## config.mk

```make
export PLATFORM = sky130hd
export DESIGN_NAME = nptt_cell
export DESIGN_NICKNAME = d
export VERILOG_FILES = /design/src/rtl/nptt_pkg.sv /design/src/rtl/nptt_cell.sv
export SDC_FILE = /design/constraint.sdc
export NUM_CORES = 1
export LEC_CHECK = 0
export ABC_AREA = 1
export BUFFER_PORTS_ARGS = -buffer_cell sky130_fd_sc_hd__clkbuf_2
export CORE_MARGIN = 5
export CORE_UTILIZATION = 25
export CTS_CLUSTER_SIZE = 20
export DETAILED_ROUTE_END_ITERATION = 12
export PLACE_DENSITY = 0.55
export REMOVE_ABC_BUFFERS = 1
export SLEW_MARGIN = 20
export SYNTH_ARGS = -nofsm -noshare
export SYNTH_HDL_FRONTEND = slang
export SYNTH_SLANG_ARGS = --single-unit
```

## constraint.sdc

```tcl
create_clock -name clk -period 5.4 [get_ports clk]
set_clock_uncertainty 0.1 [all_clocks]
set_input_delay 0.81 -clock clk [delete_from_list [all_inputs] [get_ports clk]]
set_output_delay 0.81 -clock clk [all_outputs]
set_load 0.02 [all_outputs]
```

## src/rtl/nptt_pkg.sv

```systemverilog
// ----------------------------------------------------------------------------
// nptt_pkg
// shared types, constants and codes of the port translation table
// ----------------------------------------------------------------------------
package nptt_pkg;

  localparam int TABLE_ENTRIES = 32;
  localparam int IDX_W = (TABLE_ENTRIES > 1) ? $clog2(TABLE_ENTRIES) : 1;
  localparam int CNT_W = 6;

  // item kinds
  localparam logic [1:0] KIND_OUT  = 2'd0;
  localparam logic [1:0] KIND_IN   = 2'd1;
  localparam logic [1:0] KIND_TICK = 2'd2;

  // result codes
  localparam logic [2:0] ST_HIT      = 3'd0;
  localparam logic [2:0] ST_NEW      = 3'd1;
  localparam logic [2:0] ST_EVICT    = 3'd2;
  localparam logic [2:0] ST_FW_DROP  = 3'd3;
  localparam logic [2:0] ST_REV_HIT  = 3'd4;
  localparam logic [2:0] ST_REV_MISS = 3'd5;
  localparam logic [2:0] ST_TICK     = 3'd6;

  // configuration register indexes
  localparam logic [1:0] REG_PORT_BASE = 2'd0;
  localparam logic [1:0] REG_TCP_TTL   = 2'd1;
  localparam logic [1:0] REG_UDP_TTL   = 2'd2;
  localparam logic [1:0] REG_ICMP_TTL  = 2'd3;

  localparam logic [7:0] PROTO_ICMP = 8'd1;
  localparam logic [7:0] PROTO_TCP  = 8'd6;

  typedef struct packed {
    logic [1:0]  kind;
    logic [31:0] now_ms;
    logic        fw_allow;
    logic [31:0] src_addr;
    logic [15:0] src_port;
    logic [31:0] dest_addr;
    logic [15:0] dest_port;
    logic [7:0]  proto;
    logic [15:0] xlat_port;
  } qry_t;

  typedef struct packed {
    logic [31:0] tcp;
    logic [31:0] udp;
    logic [31:0] icmp;
  } ttl_t;

  typedef struct packed {
    logic             we;
    logic             full;
    logic [IDX_W-1:0] idx;
  } wr_t;

  typedef struct packed {
    logic             valid;
    logic             hit_found;
    logic [IDX_W-1:0] hit_idx;
    logic [15:0]      hit_wan;
    logic [31:0]      hit_lan_addr;
    logic [15:0]      hit_host_port;
    logic             free_found;
    logic [IDX_W-1:0] free_idx;
    logic             old_found;
    logic [31:0]      old_age;
    logic [IDX_W-1:0] old_idx;
    logic [CNT_W-1:0] cnt;
  } tok_t;

endpackage

```

## src/rtl/nptt_cell.sv

```systemverilog
// ----------------------------------------------------------------------------
// nptt_cell
// one table entry; updates the passing scan token and registers it onward
// ----------------------------------------------------------------------------
module nptt_cell (
  input  logic                      clk,
  input  logic                      rst_n,
  input  logic [nptt_pkg::IDX_W-1:0] cell_idx,
  input  nptt_pkg::qry_t            qry,
  input  nptt_pkg::ttl_t            ttl,
  input  logic [15:0]               port_base,
  input  nptt_pkg::wr_t             wr,
  input  nptt_pkg::tok_t            tok_in,
  output nptt_pkg::tok_t            tok_out
);
  import nptt_pkg::*;

  logic        active_r;
  logic [31:0] lan_addr_r;
  logic [15:0] host_port_r;
  logic [31:0] dest_addr_r;
  logic [15:0] dest_port_r;
  logic [7:0]  proto_r;
  logic [15:0] wan_port_r;
  logic [31:0] last_seen_r;
  tok_t        tok_r;
  tok_t        tok_nxt;

  logic [31:0] age;
  logic [31:0] life;
  logic        is_out, is_in, expire, out_match, in_match, sel;

  always_comb begin
    age    = qry.now_ms - last_seen_r;
    is_out = (qry.kind == KIND_OUT);
    is_in  = (qry.kind == KIND_IN);
    if (proto_r == PROTO_TCP) begin
      life = ttl.tcp;
    end else if (proto_r == PROTO_ICMP) begin
      life = ttl.icmp;
    end else begin
      life = ttl.udp;
    end
    expire = tok_in.valid && !is_out && !is_in && active_r && (age > life);
    out_match = active_r && (lan_addr_r == qry.src_addr) && (host_port_r == qry.src_port)
                && (dest_addr_r == qry.dest_addr) && (dest_port_r == qry.dest_port)
                && (proto_r == qry.proto);
    in_match  = active_r && (wan_port_r == qry.xlat_port) && (proto_r == qry.proto);

    tok_nxt = tok_in;
    if (is_out) begin
      if (!tok_in.hit_found && out_match) begin
        tok_nxt.hit_found = 1'b1;
        tok_nxt.hit_idx   = cell_idx;
        tok_nxt.hit_wan   = wan_port_r;
      end
      if (!tok_in.free_found && !active_r) begin
        tok_nxt.free_found = 1'b1;
        tok_nxt.free_idx   = cell_idx;
      end
      if (active_r && (!tok_in.old_found || age > tok_in.old_age)) begin
        tok_nxt.old_found = 1'b1;
        tok_nxt.old_age   = age;
        tok_nxt.old_idx   = cell_idx;
      end
    end else if (is_in) begin
      if (!tok_in.hit_found && in_match) begin
        tok_nxt.hit_found     = 1'b1;
        tok_nxt.hit_idx       = cell_idx;
        tok_nxt.hit_lan_addr  = lan_addr_r;
        tok_nxt.hit_host_port = host_port_r;
      end
    end
    tok_nxt.cnt = tok_in.cnt + CNT_W'(active_r && !expire);
    sel = wr.we && (wr.idx == cell_idx);
  end

  // control state
  always_ff @(posedge clk) begin
    if (!rst_n) begin
      active_r    <= 1'b0;
      tok_r.valid <= 1'b0;
    end else begin
      tok_r.valid <= tok_in.valid;
      if (sel && wr.full) begin
        active_r <= 1'b1;
      end else if (expire) begin
        active_r <= 1'b0;
      end
    end
  end

  // entry payload and token payload
  always_ff @(posedge clk) begin
    tok_r.hit_found     <= tok_nxt.hit_found;
    tok_r.hit_idx       <= tok_nxt.hit_idx;
    tok_r.hit_wan       <= tok_nxt.hit_wan;
    tok_r.hit_lan_addr  <= tok_nxt.hit_lan_addr;
    tok_r.hit_host_port <= tok_nxt.hit_host_port;
    tok_r.free_found    <= tok_nxt.free_found;
    tok_r.free_idx      <= tok_nxt.free_idx;
    tok_r.old_found     <= tok_nxt.old_found;
    tok_r.old_age       <= tok_nxt.old_age;
    tok_r.old_idx       <= tok_nxt.old_idx;
    tok_r.cnt           <= tok_nxt.cnt;
    if (sel) begin
      last_seen_r <= qry.now_ms;
      if (wr.full) begin
        lan_addr_r  <= qry.src_addr;
        host_port_r <= qry.src_port;
        dest_addr_r <= qry.dest_addr;
        dest_port_r <= qry.dest_port;
        proto_r     <= qry.proto;
        wan_port_r  <= port_base + 16'(cell_idx);
      end
    end
  end

  assign tok_out = tok_r;

endmodule
```

==> flow_summary.toml <==
[timing]
timing.setup.tns_ns = 0
slew_headroom = 0.380
finalMaxSlewViolations = 0
grt_setup_unrepaired = "no"
max_freq_mhz = 226
period_minus_slack_ns = 4.42
worstMarginPinSlew_ns = 0.926
setup_violations = 0
final_hold_viol_count = 0
period_share = 0.819

[placement]
dp_hpwl_um = 54200
gp_congestion = 0.919
dpl_cell_area_um2 = 20500
io_buffers = 521

[grt]
antenna_found_initial = 8
grt_pass1_vias = 15800
grt_max_degree = 65
grtUsageTotal = 0.169
grt_pass1_wl_um = 92400
gr-total-overflow = 0

[synth]
synth_warnings = 0
syn_area_um2 = 16800
synth.top_cell.area_share = 0.272
synthDistinctLibCells = 43
syn_area_per_cell_um2 = 7.34
ys_seq_area_frac = 0.418
synth_area_leader_cell = "edfxtp_1"
syn-instance-count = 2281
synthTopCellsByArea = "edfxtp_1, nand2_1, dfxtp_1"
ys_ff_latch = 274

[floorplan]
io_pins = 523
rows = 95
core_area_um2 = 66800
die_area_um2 = 72300
die_w_um = 269
initial_core_util = 0.251
die_h_um = 269

[cts]
htree_levels = 2
cts_sinks = 274
post_cts_resized = 0
cts.clk_slew.worst_paths_ns = 0.06
cts.root.buffer_cell = "clkbuf_16"
numCtsBuffers = 37
clk_latency_ns = 0.55
postCtsHoldBufs = 0
cts_setup_buffers = 0
clockBufferDepth = 3
cts_tree = "built"

[worst_setup_path]
crit_family = "simple AND/OR/NAND/NOR gates"
path_common_cell = "nand2_1"
crit_chain = "nor4_1, nand2_1, buf_4, inv_2, nand2_1, nand3_1, o21ai_1, ha_1, nand2_1, nor2_1, nand2_1, nor4_1, buf_4, a21oi_1, nand2_1, nand2_1, inv_1, ha_1, ha_1, nand3_1, xor2_1"
cp_data_arrival_time_ns = 4.75
crit_type = "reg2reg"
cp-end-kind = "flop"
max_stage_delay_ns = 0.57
worst-path-buf-inv = 4
startpoint_type = "flop"
crit_slowest_cell = "inv_2"
cp.required_ns = 5.73
ff2ff_path_depth = 21
worst-path-max-fanout = 33
cp.depth = 21

[layout]
final_area_um2 = 21600
seqCellArea_um2 = 7010
multi_input_comb_area_um2 = 8170
drive_gt1_frac = 0.218
n_fill_cell = 7292
area_growth_pct = 29.1
nets = 3326
layout_commonest_cell = "nand2_1"
final_cell_mix = "nand2_1, clkbuf_2, inv_1"

[routing]
drtIter0Drc = 944
vias = 16300
wl_per_cell_um = 17.2
wirelength_um = 64200
vias_per_cell = 4.36
firstDrtPassIters = 5
drc = 0
ant_nets = 0

[status]
status = "completed"

[power]
powerDensity_nw_per_um2 = 262
static-leakage-power_nw = 11.3
max-vdd-ir-drop_mv = 0.174

[hold_path]
worstHoldPathCells = 3
min_path_type = "in2reg"

[flow_run]
max_cap_violations = 0
[where the power goes]
part           leakage (nW)  switching (mW)  internal [mW]
registers              2.40          0.0222           2.27
logic                  8.34           0.611          0.383
clock network         0.564           0.999           1.38
[state kept, by name, summed over array words and instances, names as in the netlist]
| name | flops |
|---|---|
| wan_port_r | 16 |
| active_r | 1 |
| dest_port_r | 16 |
| dest_addr_r | 32 |
| host_port_r | 16 |
| last_seen_r | 32 |
| tok_out | 121 |
| proto_r | 8 |
| lan_addr_r | 32 |
[final cells by class]
class                      count  area share
multi-input combinational   1600       0.378
inverter                     367      0.0638
timing repair buffer         540       0.129
sequential                   274       0.324
tap                          873      0.0505
clock buffer                  52      0.0473
clock inverter                16     0.00671
antenna                        4    0.000463
[cells in the mapped netlist, drive strengths merged]
| library cell | instances |
|---|---|
| nand3b | 5 |
| a21boi | 4 |
| a21o | 2 |
| xnor2 | 25 |
| dfxtp | 122 |
| nor3 | 16 |
| nor4b | 1 |
| xor2 | 35 |
| nand2 | 788 |
| buf | 20 |
| clkinv | 5 |
| nor4 | 6 |
| o21a | 53 |
| a221oi | 1 |
| nand3 | 137 |
| ha | 102 |
| fa | 2 |
| nor2 | 190 |
| nor2b | 1 |
| nand4 | 62 |
| o21ai | 69 |
| clkbuf | 20 |
| a21oi | 73 |
| or2 | 9 |
| edfxtp | 152 |
| o21bai | 11 |
| o211ai | 2 |
| inv | 362 |
| a31oi | 3 |
| o2111ai | 1 |
| o22ai | 2 |
[worst reg2reg max path, cell delays in order, from the launching register on]
cell,delay [ns]
edfxtp_1,0.44
nor4_1,0.42
nand2_1,0.09
buf_4,0.28
inv_2,0.57
nand2_1,0.12
nand3_1,0.09
o21ai_1,0.11
ha_1,0.34
nand2_1,0.08
nor2_1,0.15
nand2_1,0.10
nor4_1,0.22
buf_4,0.20
a21oi_1,0.06
nand2_1,0.12
nand2_1,0.08
inv_1,0.07
ha_1,0.22
ha_1,0.21
nand3_1,0.10
xor2_1,0.14
[cells by family (layout without fill, tap and decap cells)]
logic type,after synthesis,in the layout,share of synthesized area
compound gates,221,221,0.0776
xor+xnor,60,60,0.0314
fa+ha+maj,104,104,0.0786
buf+inv,407,975,0.0946
flops,274,274,0.418
other cells,0,4,0
simple gates,1215,1215,0.300
[worst paths after layout]
check	from	to	slack, ns
max	proto_r[5]	tok_out[4]	0.98
min	tok_in[98]	tok_out[98]	0.35
max reg2reg	proto_r[5]	tok_out[4]	0.98
min reg2reg	wan_port_r[0]	tok_out[98]	0.44
[stage by stage]
step / total power [mW] / setup slack, ns / hold WS [ns] / utilization / cells
after floorplan: 2.90 / 0.392 / 0.378 / - / 2241
after CTS: 5.76 / 0.874 / 0.298 / 0.324 / 3722
after detailed placement: 3.34 / 0.483 / 0.427 / 0.306 / 3654
after global routing: 5.96 / 0.604 / 0.314 / 0.324 / 3722
after global placement: 3.33 / 0.488 / 0.429 / 0.306 / 3654
final: 5.67 / 0.979 / 0.346 / 0.324 / 3726
[layer usage]
| metal | up-vias | GRT usage | routed length (um) |
|---|---|---|---|
| met4 | 10 | 0.0516 | 1920 |
| li1 | 8397 | - | - |
| met5 | - | 0 | 56 |
| met3 | 96 | 0.0431 | 4440 |
| met2 | 496 | 0.305 | 31600 |
| met1 | 7256 | 0.197 | 26200 |
(Power assumes the default switching activity.)
